### src/hdl/crp_pkg.sv
// ---------------------------------------------------------------------------
// crp_pkg: shared types and constants for the response parser
// Character codes, response prefixes, event kinds and the line state record.
// ---------------------------------------------------------------------------
`timescale 1ns / 1ps
`default_nettype none

package crp_pkg;

  localparam int FREQ_DIGITS_DEF = 11;
  localparam int FREQ_W          = 37;
  localparam int MODE_W          = 4;
  localparam int LEVEL_W         = 8;
  localparam int LEN_W           = 6;

  localparam logic [7:0] CH_TERM  = 8'h3B;  // ';'
  localparam logic [7:0] CH_QUERY = 8'h3F;  // '?'
  localparam logic [7:0] CH_ZERO  = 8'h30;  // '0'
  localparam logic [7:0] CH_ONE   = 8'h31;  // '1'
  localparam logic [7:0] CH_NINE  = 8'h39;  // '9'

  localparam logic [15:0] PFX_FA = 16'h4641;
  localparam logic [15:0] PFX_MD = 16'h4D44;
  localparam logic [15:0] PFX_SM = 16'h534D;
  localparam logic [15:0] PFX_IF = 16'h4946;
  localparam logic [15:0] PFX_AC = 16'h4143;

  localparam logic [LEN_W-1:0] LEN_MAX    = 6'd63;
  localparam logic [LEN_W-1:0] LEN_PREFIX = 6'd2;
  localparam logic [LEN_W-1:0] LEN_FA     = 6'd3;
  localparam logic [LEN_W-1:0] LEN_MD     = 6'd3;
  localparam logic [LEN_W-1:0] LEN_AC     = 6'd4;
  localparam logic [LEN_W-1:0] LEN_SM     = 6'd5;
  localparam logic [LEN_W-1:0] LEN_IF     = 6'd37;

  localparam logic [7:0] MODE_NONE = 8'hFF;
  localparam logic [LEVEL_W-1:0] LEVEL_FULL = 8'd255;
  localparam logic [4:0] METER_FULL = 5'd30;
  localparam int METER_LIMIT_BIT = 31;

  typedef enum logic [1:0] {
    KIND_FREQ  = 2'd0,
    KIND_MODE  = 2'd1,
    KIND_METER = 2'd2,
    KIND_TUNER = 2'd3
  } kind_t;

  // Everything about the current response except its decimal accumulator.
  typedef struct packed {
    logic [LEN_W-1:0] length;
    logic [15:0]      prefix;
    logic [7:0]       third;
    logic [7:0]       fourth;
    logic [7:0]       prev;
    logic             bad_win;
    logic             tail;
  } line_t;

  typedef struct packed {
    kind_t              kind;
    logic [FREQ_W-1:0]  freq;
    logic [MODE_W-1:0]  mode;
    logic [LEVEL_W-1:0] level;
    logic               tuner;
  } evt_t;

  typedef struct packed {
    logic hit;
    logic save_freq;
    logic save_mode;
    evt_t evt;
  } dec_t;

  // Bits needed to hold any value of the given number of decimal digits.
  function automatic int acc_width(input int digits);
    return (digits * 3322 + 999) / 1000;
  endfunction

  function automatic logic is_digit(input logic [7:0] c);
    return (c >= CH_ZERO) && (c <= CH_NINE);
  endfunction

endpackage

`default_nettype wire

### src/hdl/crp_byte_if.sv
// ---------------------------------------------------------------------------
// crp_byte_if: receive character channel
// Valid/ready channel carrying one received character per transaction.
// ---------------------------------------------------------------------------
`timescale 1ns / 1ps
`default_nettype none

interface crp_byte_if;
  logic       valid;
  logic       ready;
  logic [7:0] rx_byte;

  modport source (output valid, output rx_byte, input ready);
  modport sink (input valid, input rx_byte, output ready);
endinterface

`default_nettype wire

### src/hdl/crp_event_if.sv
// ---------------------------------------------------------------------------
// crp_event_if: decoded event channel
// Valid/ready channel carrying one decoded rig event per transaction.
// ---------------------------------------------------------------------------
`timescale 1ns / 1ps
`default_nettype none

interface crp_event_if;
  logic        valid;
  logic        ready;
  logic [1:0]  event_kind;
  logic [36:0] frequency_hz;
  logic [3:0]  mode_code;
  logic [7:0]  signal_level;
  logic        tuner_on;

  modport source (output valid, output event_kind, output frequency_hz,
                  output mode_code, output signal_level, output tuner_on,
                  input ready);
  modport sink (input valid, input event_kind, input frequency_hz,
                input mode_code, input signal_level, input tuner_on,
                output ready);
endinterface

`default_nettype wire

### src/hdl/crp_decode.sv
// ---------------------------------------------------------------------------
// crp_decode: response decoder
// Classifies a finished response by prefix and forms at most one event.
// ---------------------------------------------------------------------------
`timescale 1ns / 1ps
`default_nettype none

module crp_decode
  import crp_pkg::*;
#(
  parameter int FREQ_DIGITS = FREQ_DIGITS_DEF
) (
  input  line_t                             line,
  input  logic [acc_width(FREQ_DIGITS)-1:0] value,
  input  logic [FREQ_W-1:0]                 saved_freq,
  input  logic [7:0]                        saved_mode,
  output dec_t                              dec
);

  localparam int ACC_W = acc_width(FREQ_DIGITS);

  logic              clean;
  logic [FREQ_W-1:0] freq;
  logic              freq_new;
  logic [3:0]        mode;
  logic              meter_ok;
  logic [4:0]        meter_raw;
  logic [8:0]        meter_x17;
  logic [7:0]        third_off;

  always_comb begin
    clean     = !line.bad_win && !line.tail;
    freq      = FREQ_W'(value);
    freq_new  = (freq != '0) && (freq != saved_freq);
    third_off = line.third - CH_ZERO;
    mode      = third_off[3:0];
    meter_ok  = ((value >> METER_LIMIT_BIT) == '0);
    meter_raw = value[4:0];
    // raw * 255 / 30 equals raw * 17 / 2 for every raw below 30
    meter_x17 = {meter_raw, 4'b0000} + 9'(meter_raw);

    dec           = '0;
    dec.evt.kind  = KIND_FREQ;

    // drop short responses and error replies
    if (line.length >= LEN_PREFIX && line.prev != CH_QUERY) begin
      case (line.prefix)
        PFX_FA: begin
          if (line.length >= LEN_FA && clean && freq_new) begin
            dec.hit       = 1'b1;
            dec.save_freq = 1'b1;
            dec.evt.freq  = freq;
          end
        end
        PFX_MD: begin
          if (line.length >= LEN_MD && is_digit(line.third) &&
              {4'b0000, mode} != saved_mode) begin
            dec.hit       = 1'b1;
            dec.save_mode = 1'b1;
            dec.evt.kind  = KIND_MODE;
            dec.evt.mode  = mode;
          end
        end
        PFX_SM: begin
          if (line.length >= LEN_SM && clean && meter_ok) begin
            dec.hit      = 1'b1;
            dec.evt.kind = KIND_METER;
            if (value >= ACC_W'(METER_FULL)) begin
              dec.evt.level = LEVEL_FULL;
            end else begin
              dec.evt.level = meter_x17[8:1];
            end
          end
        end
        PFX_IF: begin
          if (line.length >= LEN_IF && !line.bad_win && freq_new) begin
            dec.hit       = 1'b1;
            dec.save_freq = 1'b1;
            dec.evt.freq  = freq;
          end
        end
        PFX_AC: begin
          if (line.length >= LEN_AC) begin
            dec.hit       = 1'b1;
            dec.evt.kind  = KIND_TUNER;
            dec.evt.tuner = (line.fourth == CH_ONE);
          end
        end
        default: begin
          dec.hit = 1'b0;
        end
      endcase
    end
  end

endmodule

`default_nettype wire

### src/hdl/cat_response_parser.sv
// ---------------------------------------------------------------------------
// cat_response_parser: ASCII rig-control response parser
// Splits the receive stream at ';' and reports frequency, mode, meter and
// tuner events decoded from each finished response.
// ---------------------------------------------------------------------------
// Pipeline: the ';' that ends a response waits in the character register; its
//   event is decoded from there and held in the event output register.
// Throughput: one character per cycle; the only limit is the event output
//   register, which stalls the character register while it is held.
// Reset (rst, synchronous): clears the line state, the saved frequency
//   to 0, the saved mode to 255, and drops both pipeline registers.
`timescale 1ns / 1ps
`default_nettype none

module cat_response_parser
  import crp_pkg::*;
#(
  parameter int FREQ_DIGITS = FREQ_DIGITS_DEF
) (
  input  logic               clk,
  input  logic               rst,
  crp_byte_if.sink           rx,
  crp_event_if.source        events
);

  localparam int ACC_W = acc_width(FREQ_DIGITS);
  // first length at which a character falls past the digit window
  localparam logic [LEN_W-1:0] WIN_END = LEN_W'(2 + FREQ_DIGITS);

  // character register
  logic       byte_valid;
  logic [7:0] byte_q;

  // per-line state
  line_t            line;
  line_t            line_next;
  logic [ACC_W-1:0] value;
  logic [ACC_W-1:0] value_next;

  // state kept across responses
  logic [FREQ_W-1:0] saved_freq;
  logic [7:0]        saved_mode;

  // event output register
  logic out_valid;
  evt_t out_evt;

  logic       advance;
  logic       step;
  logic       term;
  logic       in_win;
  logic [7:0] digit_off;
  dec_t       dec;

  // The output register frees when it is empty or being taken; the character
  // register advances with it; new characters enter every cycle it is free.
  assign advance  = !out_valid || events.ready;
  assign step     = byte_valid && advance;
  assign term     = (byte_q == CH_TERM);
  assign rx.ready = !byte_valid || advance;

  crp_decode #(
    .FREQ_DIGITS(FREQ_DIGITS)
  ) u_decode (
    .line       (line),
    .value      (value),
    .saved_freq (saved_freq),
    .saved_mode (saved_mode),
    .dec        (dec)
  );

  // Line bookkeeping for a non-terminator character: capture the first four
  // characters, accumulate the digit window, flag anything past it.
  always_comb begin
    line_next  = line;
    value_next = value;
    in_win     = (line.length >= LEN_PREFIX) && (line.length < WIN_END);
    digit_off  = byte_q - CH_ZERO;

    case (line.length)
      6'd0:    line_next.prefix = {byte_q, 8'h00};
      6'd1:    line_next.prefix = {line.prefix[15:8], byte_q};
      6'd2:    line_next.third  = byte_q;
      6'd3:    line_next.fourth = byte_q;
      default: line_next.prefix = line.prefix;
    endcase

    if (in_win) begin
      if (is_digit(byte_q)) begin
        // times ten as two shifts and an add
        value_next = (value << 3) + (value << 1) + ACC_W'(digit_off[3:0]);
      end else begin
        line_next.bad_win = 1'b1;
      end
    end else if (line.length >= WIN_END) begin
      line_next.tail = 1'b1;
    end

    line_next.prev = byte_q;
    if (line.length != LEN_MAX) begin
      line_next.length = line.length + 1'b1;
    end
  end

  always_ff @(posedge clk) begin
    if (rst) begin
      byte_valid <= 1'b0;
      out_valid  <= 1'b0;
      line       <= '0;
      value      <= '0;
      saved_freq <= '0;
      saved_mode <= MODE_NONE;
    end else begin
      // hold the character while the output is stalled
      if (rx.ready) begin
        byte_valid <= rx.valid;
      end

      if (advance) begin
        out_valid <= step && term && dec.hit;
      end

      if (step) begin
        if (term) begin
          // decode and start a fresh line
          line  <= '0;
          value <= '0;
          if (dec.save_freq) begin
            saved_freq <= dec.evt.freq;
          end
          if (dec.save_mode) begin
            saved_mode <= {4'b0000, dec.evt.mode};
          end
        end else begin
          line  <= line_next;
          value <= value_next;
        end
      end
    end
  end

  // payload registers, no reset
  always_ff @(posedge clk) begin
    if (rx.ready && rx.valid) begin
      byte_q <= rx.rx_byte;
    end
    if (step && term && dec.hit) begin
      out_evt <= dec.evt;
    end
  end

  assign events.valid        = out_valid;
  assign events.event_kind   = out_evt.kind;
  assign events.frequency_hz = out_evt.freq;
  assign events.mode_code    = out_evt.mode;
  assign events.signal_level = out_evt.level;
  assign events.tuner_on     = out_evt.tuner;

  // A frequency event never carries zero.
  assert property (@(posedge clk) disable iff (rst)
    (out_valid && out_evt.kind == KIND_FREQ) |-> (out_evt.freq != '0))
    else $error("frequency event with zero frequency");

  // A mode event carries a decimal digit.
  assert property (@(posedge clk) disable iff (rst)
    (out_valid && out_evt.kind == KIND_MODE) |->
      (out_evt.mode <= 4'd9))
    else $error("mode event outside 0..9");

  // The line state is empty right after a terminator is consumed.
  assert property (@(posedge clk) disable iff (rst)
    (step && term) |=> (line.length == '0 && value == '0))
    else $error("line state not cleared after terminator");

  // A new event only follows a consumed terminator.
  assert property (@(posedge clk) disable iff (rst)
    $rose(out_valid) |-> $past(step && term))
    else $error("event raised without a terminator");

  // A stalled output blocks the character register when it is full.
  assert property (@(posedge clk) disable iff (rst)
    (byte_valid && out_valid && !events.ready) |-> !rx.ready)
    else $error("character accepted over a stalled event");

endmodule

`default_nettype wire

### src/flat_wrapper.sv
// flat-port wrapper written by rule: the top's interface ports become plain ports
module cat_response_parser_flat import crp_pkg::*;
#(
  parameter int FREQ_DIGITS = FREQ_DIGITS_DEF
)
  (clk, rst, rx_valid, rx_rx_byte, rx_ready, events_valid, events_event_kind, events_frequency_hz, events_mode_code, events_signal_level, events_tuner_on, events_ready);
  crp_byte_if rx_i ();
  crp_event_if events_i ();
  input  logic clk;
  input  logic rst;
  input wire logic [$bits(rx_i.valid)-1:0] rx_valid;
  input wire logic [$bits(rx_i.rx_byte)-1:0] rx_rx_byte;
  output wire logic [$bits(rx_i.ready)-1:0] rx_ready;
  output wire logic [$bits(events_i.valid)-1:0] events_valid;
  output wire logic [$bits(events_i.event_kind)-1:0] events_event_kind;
  output wire logic [$bits(events_i.frequency_hz)-1:0] events_frequency_hz;
  output wire logic [$bits(events_i.mode_code)-1:0] events_mode_code;
  output wire logic [$bits(events_i.signal_level)-1:0] events_signal_level;
  output wire logic [$bits(events_i.tuner_on)-1:0] events_tuner_on;
  input wire logic [$bits(events_i.ready)-1:0] events_ready;
  assign rx_i.valid = rx_valid;
  assign rx_i.rx_byte = rx_rx_byte;
  assign rx_ready = rx_i.ready;
  assign events_valid = events_i.valid;
  assign events_event_kind = events_i.event_kind;
  assign events_frequency_hz = events_i.frequency_hz;
  assign events_mode_code = events_i.mode_code;
  assign events_signal_level = events_i.signal_level;
  assign events_tuner_on = events_i.tuner_on;
  assign events_i.ready = events_ready;
  cat_response_parser #(.FREQ_DIGITS(FREQ_DIGITS)) u_core (.clk(clk), .rst(rst), .rx(rx_i), .events(events_i));
endmodule
### config.mk
export PLATFORM = sky130hd
export DESIGN_NAME = cat_response_parser_flat
export DESIGN_NICKNAME = d
export VERILOG_FILES = /design/src/hdl/crp_pkg.sv /design/src/hdl/crp_byte_if.sv /design/src/hdl/crp_event_if.sv /design/src/hdl/crp_decode.sv /design/src/hdl/cat_response_parser.sv /design/src/flat_wrapper.sv
export SDC_FILE = /design/constraint.sdc
export NUM_CORES = 1
export LEC_CHECK = 0
export BUFFER_PORTS_ARGS = -buffer_cell sky130_fd_sc_hd__buf_2
export CAP_MARGIN = 10
export CORE_AREA = 4 4 136 138
export DETAILED_ROUTE_END_ITERATION = 8
export DIE_AREA = 0 0 140 142
export PLACE_DENSITY = 0.82
export SETUP_SLACK_MARGIN = 0.05
export SYNTH_ARGS = -nofsm -noshare
export SYNTH_HDL_FRONTEND = slang
export SYNTH_SLANG_ARGS = --single-unit
### constraint.sdc
create_clock -name clk -period 8.6 [get_ports clk]
set_input_delay 0 -clock clk [delete_from_list [all_inputs] [get_ports clk]]
set_output_delay 0 -clock clk [all_outputs]
set_load 0.005 [all_outputs]
After elaboration in Yosys (flattened, before gate mapping). Cells that the tools add are included.

Flip-flop bits (word level): 192. Logic and storage cells: 136.

Multiplexer cells: 35. Add/sub/neg operators: 6. Reductions and logical operators: 47. Equality and inequality tests: 17. $lt $le $gt $ge: 12.

Operators by type and width (number): 2-to-1 mux 37 bit (5); == test 16 x 15 -> 1 bit (second input constant) (5); case mux 37 bit (2 select lines) (1); 2-to-1 mux 55 bit (1); 2-to-1 mux 48 bit (1); 2-to-1 mux 8 bit (5); adder 37 bit (1); adder 37 x 4 -> 37 bit (1); >= comparator 37 x 5 -> 1 bit (second input constant) (1); logical NOT 37 bit (1); inequality test 37 bit (1); nonzero test 37 bit (1); case mux 16 bit (2 select lines) (1); AND reduction 3 bit (8); logical AND 1 bit (18); == test 8 x 6 -> 1 bit (second input constant) (2); >= comparator 8 x 6 -> 1 bit (second input constant) (2); less-or-equal comparator 8 x 6 -> 1 bit (second input constant) (2); nonzero test 2 bit (7); == test 6 x 2 -> 1 bit (second input constant) (2); >= comparator 6 x 2 -> 1 bit (second input constant) (2); >= comparator 6 x 3 -> 1 bit (second input constant) (2); 2-to-1 mux 1 bit (10); adder 9 x 5 -> 9 bit (1); 22 further kinds (36).

Logic depth before layout (Yosys ltp). Gate-level depths: netlist (run 1).

Word-level depth: 8. Mapped depth: 13. Mapped depth without buffers: 12.

By module. A second synthesis (run 1) with hierarchy kept.

Cell total of the unflattened synthesis: 1116. Area total of the unflattened synthesis: 10298.6 um^2.

Modules (own cells, without submodules): cat_response_parser (cells an instance 924, instances 1, area an instance 8917.3 um^2); crp_decode (cells an instance 192, instances 1, area an instance 1381.3 um^2).

Least setup slack after synthesis (run 1). OpenSTA, ideal clock, no wires.

Path type: reg2reg. Start point: reg u_core.line[43] (netlist name). End point: reg u_core.out_evt, in the netlist u_core.events.event_kind[0], enable pin. Stages on the path, launching flop included: 8. Required time: 8.041 ns. Library setup time: 0.559 ns. Slack: 2.326 ns. Data arrival time: 5.715 ns. Period minus slack after synthesis: 6.274 ns. Path through: dfxtp_1 inv_1 ha_1 nand2b_1 a211oi_1 a2111oi_0 nand2b_1 a311oi_1.

Word-level cells in the longest chain between the ends: 7. Elaborated cells on any way between the ends: 22. Those cells by class: order compare: 5; mux: 7; reduce/logical: 10.

RTL lines: >= comparator 6 bit, or another cell as far along (RTL line crp_decode.sv:76) `if (line.length >= LEN_IF && !line.bad_win && freq_new) begin`; logical AND 1 bit, on equally long branches (2 in series); 2-to-1 mux 2 bit, or another cell as far along (RTL line crp_decode.sv:76); case mux 1 bit (5 select lines) (RTL line crp_decode.sv:47) `case (line.prefix)`; 2-to-1 mux 55 bit (*) (RTL line crp_decode.sv:46) `if (line.length >= LEN_PREFIX && line.prev != CH_QUERY) begin`; logical AND 1 bit (*) (RTL line cat_response_parser.sv:147) `if (step && term && dec.hit) begin`; to (signal assigned) (RTL line cat_response_parser.sv:148) `out_evt <= dec.evt;`; to (decl) (RTL line cat_response_parser.sv:46) `evt_t out_evt;`.

Every way passes the cells marked *; elsewhere a longest branch is shown, timed or not. A chain may end at the register's enable or synchronous reset.

Final worst setup path (run 1).
Start point: reg u_core.byte_q[6]. End point: reg u_core.saved_freq[1].

Word-level cells in the longest chain between the ends: 2.

RTL lines: from (decl) (RTL line cat_response_parser.sv:32) `logic [7:0] byte_q;`; from (signal assigned) (RTL line cat_response_parser.sv:145) `byte_q <= rx.rx_byte;`; == test 8 x 6 -> 1 bit (RTL line cat_response_parser.sv:59) `assign term = (byte_q == CH_TERM);`; AND reduction 3 bit (no source line); to (signal assigned) (RTL line cat_response_parser.sv:129) `saved_freq <= dec.evt.freq;`; to (decl) (RTL line cat_response_parser.sv:41) `logic [FREQ_W-1:0] saved_freq;`.

No other way between the ends.

==> impl_metrics.ini, run 1 <==
[worst_setup_path]
timing_worst_setup_path_type = register to register
worst-endpoint-required_ns = 8.89
critical_path.max_fanout = 37
worst_setup_end_kind = register
critPathArrivalTime_ns = 3.92
startpoint_type = register
worst_r2r_startpoint = u_core.byte_q[6]
setup.reg_to_reg.worst_slack_ns = 4.97
timing.reg2reg.worst_path_depth = 7
r2r_end = u_core.saved_freq[1]

[logic_synthesis]
synth_simple_gate_area_share_pct = 20.1
ys_async_sr_fraction_pct = 0
synth_top_family_by_area = simple AND/OR/NAND/NOR gates
synth-seq-area-share_pct = 43.0
postSynthCellCount = 1061
postSynthRegisterBits = 189
mux_share_of_post_synthesis_cell_area_pct = 4.32
synthesis.area_mm2 = 0.0102
net_count_synth = 1148
syn_area_per_cell_um2 = 9.61
synth-warning-count = 0
synth_xor_area_share_pct = 6.44
ys.flop_type = sky130_fd_sc_hd__dfxtp_1
post_synth_edffs = 60
share_of_the_synthesized_area_in_compound_gates_ao_oa_aoi_oai_pct = 13.7
synth_fa_ha_area_share_pct = 9.35
synth_unique_cells = 78

[cts]
cts_max_path_buffers = 2
insertion_delay_ns = 0.44
cts_setup_buffers = 0
clock_tree.htree_level_count = 4
clk_root_buffer_cell = sky130_fd_sc_hd__clkbuf_16
clock_tree_from_tritoncts = built
tritoncts_buffers = 17
numClockSinks = 189
cts.clk_slew.worst_paths_ns = 0.07

[finish]
multiInputGateArea_mm2 = 0.00552
finalNetCount = 1206
number_of_standard_cells_in_the_layout_taps_in_and_fillers_out = 1357
antenna_cells = 0
area.growth.synth_to_final_pct = 11.0
fill_cells = 1357
drive_above_1_share_pct = 10.7
register_area_mm2 = 0.00438

[sta]
period_share_pct = 42.2
fin_crit_ns = 3.63
final-setup-viol-count = 0
worst_slew_pin_slew_ns = 1.02
slew-limit-headroom_pct = 31.5
final_critical_path_setup_slack_ns = 4.97
hold_violations = 0
tns_ns = 0
clock_skew_ns = 0.00931
setup_repair_after_global_routing_missed_its_margin = false
timing.fmax_mhz = 276
timing.final.max_slew_violations = 0

[grt]
grt_first_pass_wirelength_um = 39300
via_count_of_the_first_global_routing_pass = 7761
antenna_found_initial = 0
grt_overflow = 0
gr-usage-all-layers_pct = 24.2
largest_net_degree_at_the_start_of_global_routing = 87

[place]
routabilityCongestion = 0.926
dp_slack_ns = 5.05
numPlacedInstances = 1313
io_port_bufs = 65
place.detailed.hpwl_um = 16600

[floorplanning]
design.die.area_mm2 = 0.0199
design.portCount = 66
floorplan.rows = 48
fp.dieH_um = 142
floorplan.initialDensity_pct = 59.4
placeableCoreArea_mm2 = 0.0172
fp.dieW_um = 140

[detailed_routing]
first_pass_iteration_count_of_the_detailed_router = 5
route.vias.total = 8283
viasPerCell = 6.10
highest_layer = met4
met2RoutedLength_um = 11000
drt-wirelength-per-cell_um = 17.9
detail_route.wirelength.met1_um = 10900
route.antenna.remaining_nets = 0
routed_wl_um = 24300
drc = 0
initialDrtViolationCount = 744
routed-wl-met3_um = 1870

[flow_run]
cap_viol_max_count = 0

[pwr]
power_density_of_the_placed_cells_mw_per_mm2 = 155
totalPowerFinal_uw = 1750
p_leak_uw = 0.00479
vdd_drop_max_v = 0.000164

[worst_hold_path]
hold_path_class = input port to register
min_to = u_core.byte_q[4]
min_from = rx_rx_byte[4]
min_delay_path_depth = 2

[run_status]
status = completed
-- state kept, by name (all words and copies together), names as in the netlist --
signal,cells
u_core.saved_mode,5
u_core.line,48
u_core.events.event_kind,2
u_core.events.signal_level,8
u_core.byte_valid,1
u_core.value,37
u_core.events.frequency_hz,37
u_core.events.mode_code,4
u_core.byte_q,8
u_core.events.tuner_on,1
u_core.saved_freq,37
u_core.events.valid,1
-- per-layer routing --
layer	global-route usage (%)	vias to the layer above
met2	37.6	360
met4	7.60	0
met1	34.6	3918
met3	4.40	46
met5	0	-
li1	-	3959
-- area by class of cell --
type                    count  share of cell area, %
multi-input cells         809                   48.8
flip-flops and latches    189                   38.7
repair buffers             81                   4.22
clock buffers              20                   4.13
well taps                 225                   2.49
clock inverters            12                  0.950
inverters                  21                  0.696
-- per-stage QoR --
step,utilization (%),area [um^2],hold slack (ns)
2_1_floorplan,-,10200,0.0989
3_3_place_gp,61.9,10600,0.177
3_5_place_dp,61.9,10600,0.181
4_1_cts,65.9,11300,0.271
5_1_grt,65.9,11300,0.281
6_report,65.9,11300,0.274
-- timing repair --
item	in CTS	in global routing
gates resized for setup	0	0
hold endpoints to repair	32	0
hold buffers	12	0
-- synth_stat cells, types with 27 or more instances --
library cell               count  share of area, %
sky130_fd_sc_hd__a21oi_1      77               3.8
sky130_fd_sc_hd__a22oi_1      27               2.0
sky130_fd_sc_hd__and2_1       44               2.7
sky130_fd_sc_hd__clkbuf_1     28               1.0
sky130_fd_sc_hd__dfxtp_1     129                25
sky130_fd_sc_hd__edfxtp_1     60                18
sky130_fd_sc_hd__ha_1         73               9.0
sky130_fd_sc_hd__mux2i_1      44               4.3
sky130_fd_sc_hd__nand2_1      92               3.4
sky130_fd_sc_hd__nand3_1      37               1.8
sky130_fd_sc_hd__nor2_1      106               3.9
sky130_fd_sc_hd__nor3_1       28               1.4
sky130_fd_sc_hd__xnor2_1      56               4.8
-- report_power, final --
part           total, uW  switching (uW)  leakage [uW]  internal (uW)
Sequential           937            13.4       0.00169            924
Combinational       45.4            28.1       0.00282           17.3
Clock                770             345      0.000276            425
-- cells by family after synthesis --
family	after synthesis
and+or+nand+nor	399
buffers and inverters	63
DFF	189
adders and majority gates	75
xor gates and xnor gates	75
muxes	44
AOI/OAI and AO/OA	216
-- layout by cell type (no fill, tap or decap), drive strengths merged, types with 9 or more instances in the layout --
cell type,synthesis,final
nor4,17,17
a21oi,77,77
nor2,111,111
mux2i,44,44
o211ai,9,9
dfxtp,129,129
nand4,19,19
ha,73,73
a22oi,27,27
o21ai,39,39
xor2,19,19
nand2b,9,9
and2,44,44
clkbuf,29,20
xnor2,56,56
dlygate4sd3,0,12
a21o,18,18
edfxtp,60,60
nor3,30,30
inv,21,25
nand3,37,37
nand2,93,93
buf,12,69
-- critical path: stages (launching register included) --
cell                       delay, ns
sky130_fd_sc_hd__edfxtp_1       0.51
sky130_fd_sc_hd__nor3_1         0.44
sky130_fd_sc_hd__nand4_1        0.49
sky130_fd_sc_hd__nor2_2         0.75
sky130_fd_sc_hd__nand2_4        0.16
sky130_fd_sc_hd__nor2_8         0.73
sky130_fd_sc_hd__mux2i_1        0.32
sky130_fd_sc_hd__nor2_1         0.06
-- how the worst max path moves through the flow --
stage                                      to  slack (ns)  cells past startpoint              from
2_1_floorplan     u_core.events.event_kind[0]        2.33                      7   u_core.line[43]
3_3_place_gp   u_core.events.frequency_hz[15]        5.09                      6  u_core.byte_q[7]
3_5_place_dp   u_core.events.frequency_hz[15]        5.05                      6  u_core.byte_q[7]
4_1_cts        u_core.events.frequency_hz[19]        4.99                      6  u_core.byte_q[7]
5_1_grt        u_core.events.frequency_hz[19]        4.74                      6  u_core.byte_q[7]
6_report                 u_core.saved_freq[1]        4.97                      7  u_core.byte_q[6]
Note: power is estimated with default switching activity, not from simulation.
==> inputs of run 2 (changes only) <==
==> constraint.sdc (replaced) <==
create_clock -name clk -period 3.4 [get_ports clk]
set_input_delay 0 -clock clk [delete_from_list [all_inputs] [get_ports clk]]
set_output_delay 0 -clock clk [all_outputs]
set_load 0.005 [all_outputs]
==> impl_metrics.ini, run 2 (synthesized netlist as in run 1, its figures left out) <==
[detailed_routing]
routed_wl_um = 24700
route.antenna.remaining_nets = 0
drc = 0
first_pass_iteration_count_of_the_detailed_router = 7
viasPerCell = 6.07
drt-wirelength-per-cell_um = 17.8
initialDrtViolationCount = 996
route.vias.total = 8411

[sta]
worst_slew_pin_slew_ns = 0.776
tns_ns = 0
timing.final.max_slew_violations = 0
timing.fmax_mhz = 316
finalHoldWorstSlack_ns = 0.268
fin_crit_ns = 3.16
period_share_pct = 93.0
clock_skew_ns = 0.00919
hold_violations = 0
slew-limit-headroom_pct = 47.8
setup_repair_after_global_routing_missed_its_margin = false
final-setup-viol-count = 0

[pwr]
vdd_drop_max_v = 0.000404
pwr-share-comb_pct = 3.0
power_density_of_the_placed_cells_mw_per_mm2 = 383
power.clock.fraction_pct = 43.9
p_leak_uw = 0.00491
netSwitchingFraction_pct = 23.0
cell_internal_pwr_uw = 3430
power.switching_uw = 1020
seqPwrFrac_pct = 53.1

[floorplanning]
design.die.area_mm2 = 0.0199
floorplan.rows = 48
placeableCoreArea_mm2 = 0.0172
floorplan.initialDensity_pct = 59.4
design.portCount = 66
fp.dieW_um = 140
fp.dieH_um = 142

[finish]
drive_above_1_share_pct = 13.7
number_of_flip_flops_under_the_largest_register_name = 48
final_cell_area_mm2 = 0.0116
antenna_cells = 0
finalNetCount = 1235
fill_cells = 1353
area.growth.synth_to_final_pct = 13.8
mostFrequentLayoutCell = sky130_fd_sc_hd__dfxtp_1
registers.top_by_ff_count = u_core.line
layout_common_cells = sky130_fd_sc_hd__dfxtp_1 (127), sky130_fd_sc_hd__nor2_1 (105), sky130_fd_sc_hd__nand2_1 (92)

[worst_setup_path]
worst-endpoint-required_ns = 3.73
crit_buf_inv = 2
critical_path.top_delay_family = compound AO/OA/AOI/OAI gates
critical_path.max_fanout = 4
delay_of_the_slowest_critical_path_stage_ns = 0.59
startpoint_type = register
worstPathCellList = inv_1 > fa_1 > inv_1 > ha_1 > a211oi_2 > o21ai_2 > o21a_1 > o21ai_2 > a21oi_1 > o211a_1 > or3_1 > a32o_1
timing_worst_setup_path_type = register to register
crit_path_top_delay_cell = sky130_fd_sc_hd__fa_1
critPathArrivalTime_ns = 3.49
worst_setup_end_kind = register

[place]
routabilityCongestion = 0.946
post_dp_cell_area_mm2 = 0.0109
io_port_bufs = 65
place.detailed.hpwl_um = 17300

[grt]
antenna_found_initial = 0
gr-usage-all-layers_pct = 24.7
largest_net_degree_at_the_start_of_global_routing = 74
grt_overflow = 0
grt_first_pass_wirelength_um = 40200
via_count_of_the_first_global_routing_pass = 8013

[cts]
cts_max_path_buffers = 2
insertion_delay_ns = 0.44
tritoncts_buffers = 17
numClockSinks = 189
clk_root_buffer_cell = sky130_fd_sc_hd__clkbuf_16
cts.clk_slew.worst_paths_ns = 0.07
clock_tree.htree_level_count = 4
clock_tree_from_tritoncts = built
cts_setup_buffers = 0

[worst_hold_path]
hold_path_class = input port to register

[flow_run]
cap_viol_max_count = 0

[run_status]
status = completed
[run 2: cell types whose count changed in the layout (fill, tap and decap cells not counted), moves of 2 or more]
cell / previous run / this run
sky130_fd_sc_hd__dfxtp_1: 129 / 127
sky130_fd_sc_hd__o21ai_2: 0 / 2
sky130_fd_sc_hd__buf_4: 5 / 30
sky130_fd_sc_hd__buf_12: 0 / 3
sky130_fd_sc_hd__nor3_2: 1 / 3
sky130_fd_sc_hd__dfxtp_4: 0 / 2
sky130_fd_sc_hd__inv_8: 0 / 2
sky130_fd_sc_hd__o21ai_1: 21 / 19
[run 2: final timing paths]
path	from	endpoint	slack [ns]	cells past startpoint
worst max-delay path	u_core.value[0]	u_core.value[33]	0.24	12
worst min-delay path	rx_rx_byte[1]	u_core.byte_q[1]	0.27	2
worst max register to register	u_core.value[0]	u_core.value[33]	0.24	12
worst min register to register	u_core.saved_mode[6]	u_core.saved_mode[6]	0.46	1
[run 2: metal layers]
layer / vias to the layer above / part of all wire, % / track usage (%)
met1: 4013 / 46 / 34.9
met3: 49 / 7.0 / 4.50
met4: 0 / 1.9 / 7.90
met5: - / 0 / 0
met2: 337 / 45 / 38.9
li1: 4012 / - / -
[run 2: what timing repair did]
action | in CTS | in global routing
setup endpoints to repair | 0 | 4
endpoints found under the hold margin | 23 | 0
gates resized for setup | 0 | 4
hold buffers | 13 | 0
[run 2: power groups by stage]
stage                     sequential, uW  clock, uW  combinational (uW)
after floorplan                     2400          0                83.7
after global placement              2410          0                 114
after detailed placement            2410          0                 118
after CTS                           2360       1970                 130
after global routing                2360       2080                 144
final                               2360       1950                 132
[run 2: final cells by class]
cell class | count | area, um^2 | area share, %
clock inverters | 14 | 133 | 1.14
clock buffers | 18 | 439 | 3.78
repair buffers | 110 | 736 | 6.34
multi-input cells | 809 | 5550 | 47.8
inverters | 21 | 78.8 | 0.679
flip-flops and latches | 189 | 4390 | 37.8
well taps | 225 | 282 | 2.42
[run 2: per-stage QoR]
step                setup slack (ns)  instances  power (uW)  util, %
finish                         0.238       1386        4450     67.6
global placement               0.287       1341        2530     63.4
floorplan                   -0.00999       1061        2490        -
global route                  0.0618       1386        4590     67.6
detailed placement             0.255       1341        2530     63.4
CTS                            0.177       1386        4460     67.5
[run 2: worst register-to-register path: stages, from the launching register on]
cell and delay, ns:
sky130_fd_sc_hd__dfxtp_1 0.33, sky130_fd_sc_hd__inv_1 0.08, sky130_fd_sc_hd__fa_1 0.59, sky130_fd_sc_hd__inv_1 0.06, sky130_fd_sc_hd__ha_1 0.33, sky130_fd_sc_hd__a211oi_2 0.22
sky130_fd_sc_hd__o21ai_2 0.13, sky130_fd_sc_hd__o21a_1 0.23, sky130_fd_sc_hd__o21ai_2 0.14, sky130_fd_sc_hd__a21oi_1 0.13, sky130_fd_sc_hd__o211a_1 0.25, sky130_fd_sc_hd__or3_1 0.30
sky130_fd_sc_hd__a32o_1 0.26
==> inputs of run 3 (changes only) <==
==> constraint.sdc (replaced) <==
create_clock -name clk -period 3.25 [get_ports clk]
set_input_delay 0 -clock clk [delete_from_list [all_inputs] [get_ports clk]]
set_output_delay 0 -clock clk [all_outputs]
set_load 0.005 [all_outputs]
==> impl_metrics.ini, run 3 (synthesized netlist as in run 1, its figures left out) <==
[run_status]
status = completed

[sta]
slew-limit-headroom_pct = 43.9
worst_slew_pin_slew_ns = 0.842
timing.fmax_mhz = 325
final_critical_path_setup_slack_ns = 0.174
clock_skew_ns = 0.00967
fin_crit_ns = 3.08
tns_ns = 0
period_share_pct = 94.6
final-setup-viol-count = 0
timing.final.max_slew_violations = 0
hold_violations = 0
setup_repair_after_global_routing_missed_its_margin = false

[finish]
drive_above_1_share_pct = 14.4
mostFrequentLayoutCell = sky130_fd_sc_hd__dfxtp_1
fill_cells = 1330
number_of_flip_flops_under_the_largest_register_name = 48
registers.top_by_ff_count = u_core.line
antenna_cells = 0
layout_common_cells = sky130_fd_sc_hd__dfxtp_1 (123), sky130_fd_sc_hd__nor2_1 (104), sky130_fd_sc_hd__nand2_1 (92)
finalNetCount = 1233
number_of_standard_cells_in_the_layout_taps_in_and_fillers_out = 1384
area.growth.synth_to_final_pct = 14.1

[floorplanning]
design.portCount = 66
design.die.area_mm2 = 0.0199
placeableCoreArea_mm2 = 0.0172
floorplan.initialDensity_pct = 59.4
fp.dieW_um = 140
floorplan.rows = 48
fp.dieH_um = 142

[pwr]
totalPowerFinal_uw = 4810
power_density_of_the_placed_cells_mw_per_mm2 = 413
p_leak_uw = 0.00493
vdd_drop_max_v = 0.000394

[worst_setup_path]
startpoint_type = register
worst_setup_end_kind = register
setup.reg_to_reg.worst_slack_ns = 0.17
timing_worst_setup_path_type = register to register
worst-endpoint-required_ns = 3.58
worst_r2r_startpoint = u_core.byte_q[3]
timing.reg2reg.worst_path_depth = 12
critPathArrivalTime_ns = 3.41
r2r_end = u_core.value[33]
critical_path.max_fanout = 3

[cts]
cts_max_path_buffers = 2
clock_tree.htree_level_count = 4
numClockSinks = 189
insertion_delay_ns = 0.44
clock_tree_from_tritoncts = built
clk_root_buffer_cell = sky130_fd_sc_hd__clkbuf_16
cts.clk_slew.worst_paths_ns = 0.07
tritoncts_buffers = 17
cts_setup_buffers = 0

[detailed_routing]
drt-wirelength-per-cell_um = 17.8
route.antenna.remaining_nets = 0
drc = 0
first_pass_iteration_count_of_the_detailed_router = 6
initialDrtViolationCount = 1036
route.vias.total = 8395
routed_wl_um = 24600
viasPerCell = 6.07

[place]
routabilityCongestion = 0.950
numPlacedInstances = 1340
place.detailed.hpwl_um = 16900
io_port_bufs = 65
dp_slack_ns = 0.160

[flow_run]
cap_viol_max_count = 0

[grt]
grt_first_pass_wirelength_um = 40000
gr-usage-all-layers_pct = 24.7
antenna_found_initial = 0
grt_overflow = 0
largest_net_degree_at_the_start_of_global_routing = 53
via_count_of_the_first_global_routing_pass = 7876

[worst_hold_path]
min_to = u_core.byte_valid
min_delay_path_depth = 2
min_from = rst
hold_path_class = input port to register
[run 3: changes by cell type in the layout (fill, tap and decap cells not counted), sizes merged]
cell | before | now
bufinv | 1 | 3
clkbuf | 18 | 17
clkinv | 3 | 4
clkinvlp | 4 | 1
dlygate4sd3 | 13 | 11
inv | 27 | 28
[run 3: worst max-delay path by stage]
stage | startpoint | to | slack [ns] | cells after the start
after floorplan | u_core.line[31] | u_core.events.event_kind[0] | -0.16 | 6
after global placement | u_core.value[0] | u_core.value[33] | 0.21 | 12
after detailed placement | u_core.value[0] | u_core.value[33] | 0.16 | 12
after CTS | u_core.value[0] | u_core.value[33] | 0.08 | 12
after global routing | u_core.byte_q[3] | u_core.value[33] | 0.05 | 12
final | u_core.byte_q[3] | u_core.value[33] | 0.17 | 12
[run 3: area by class of cell]
class / count / area [um^2] / area share [%]
Sequential cell: 189 / 4400 / 37.8
Inverter: 21 / 78.8 / 0.677
Clock inverter: 15 / 198 / 1.70
Timing Repair Buffer: 108 / 698 / 6.00
Multi-Input combinational cell: 809 / 5560 / 47.8
Tap cell: 225 / 282 / 2.42
Clock buffer: 17 / 425 / 3.65
[run 3: what timing repair did]
| action | in CTS | in global routing |
|---|---|---|
| hold endpoints to repair | 10 | 0 |
| hold buffers | 11 | 0 |
| endpoints found under the setup margin | 0 | 4 |
| resized for setup | 0 | 10 |
[run 3: metrics by stage]
| stage | util [%] | area, um^2 | hold slack (ns) |
|---|---|---|---|
| floorplan | - | 10200 | 0.0989 |
| global placement | 63.2 | 10900 | 0.177 |
| detailed placement | 63.2 | 10900 | 0.179 |
| CTS | 67.5 | 11600 | 0.0180 |
| global route | 67.8 | 11600 | 0.0399 |
| finish | 67.8 | 11600 | 0.0302 |
[run 3: worst max-delay path, stage by stage, from the launching register on]
cell and delay (ns):
sky130_fd_sc_hd__edfxtp_1 0.37, sky130_fd_sc_hd__inv_1 0.07, sky130_fd_sc_hd__fa_1 0.59, sky130_fd_sc_hd__inv_1 0.06, sky130_fd_sc_hd__ha_1 0.32, sky130_fd_sc_hd__a211oi_2 0.18
sky130_fd_sc_hd__o21ai_1 0.12, sky130_fd_sc_hd__o21a_2 0.24, sky130_fd_sc_hd__o21ai_2 0.15, sky130_fd_sc_hd__a21oi_2 0.10, sky130_fd_sc_hd__o211a_1 0.22, sky130_fd_sc_hd__or3_1 0.30
sky130_fd_sc_hd__a32o_1 0.25
[run 3: power by group]
group	internal [uW]	switching, uW	leakage [uW]
Sequential	2440	29.6	0.00168
Clock	1240	964	0.000305
Combinational	51.0	83.9	0.00295
Total	3730	1080	0.00493
[run 3: routing by layer]
metal | global-route usage (%) | share of wire (%) | vias to the layer above
met1 | 34.6 | 45 | 3990
li1 | - | - | 4006
met5 | 0 | 0 | -
met3 | 4.81 | 7.7 | 52
met4 | 6.83 | 1.9 | 0
met2 | 39.4 | 45 | 347
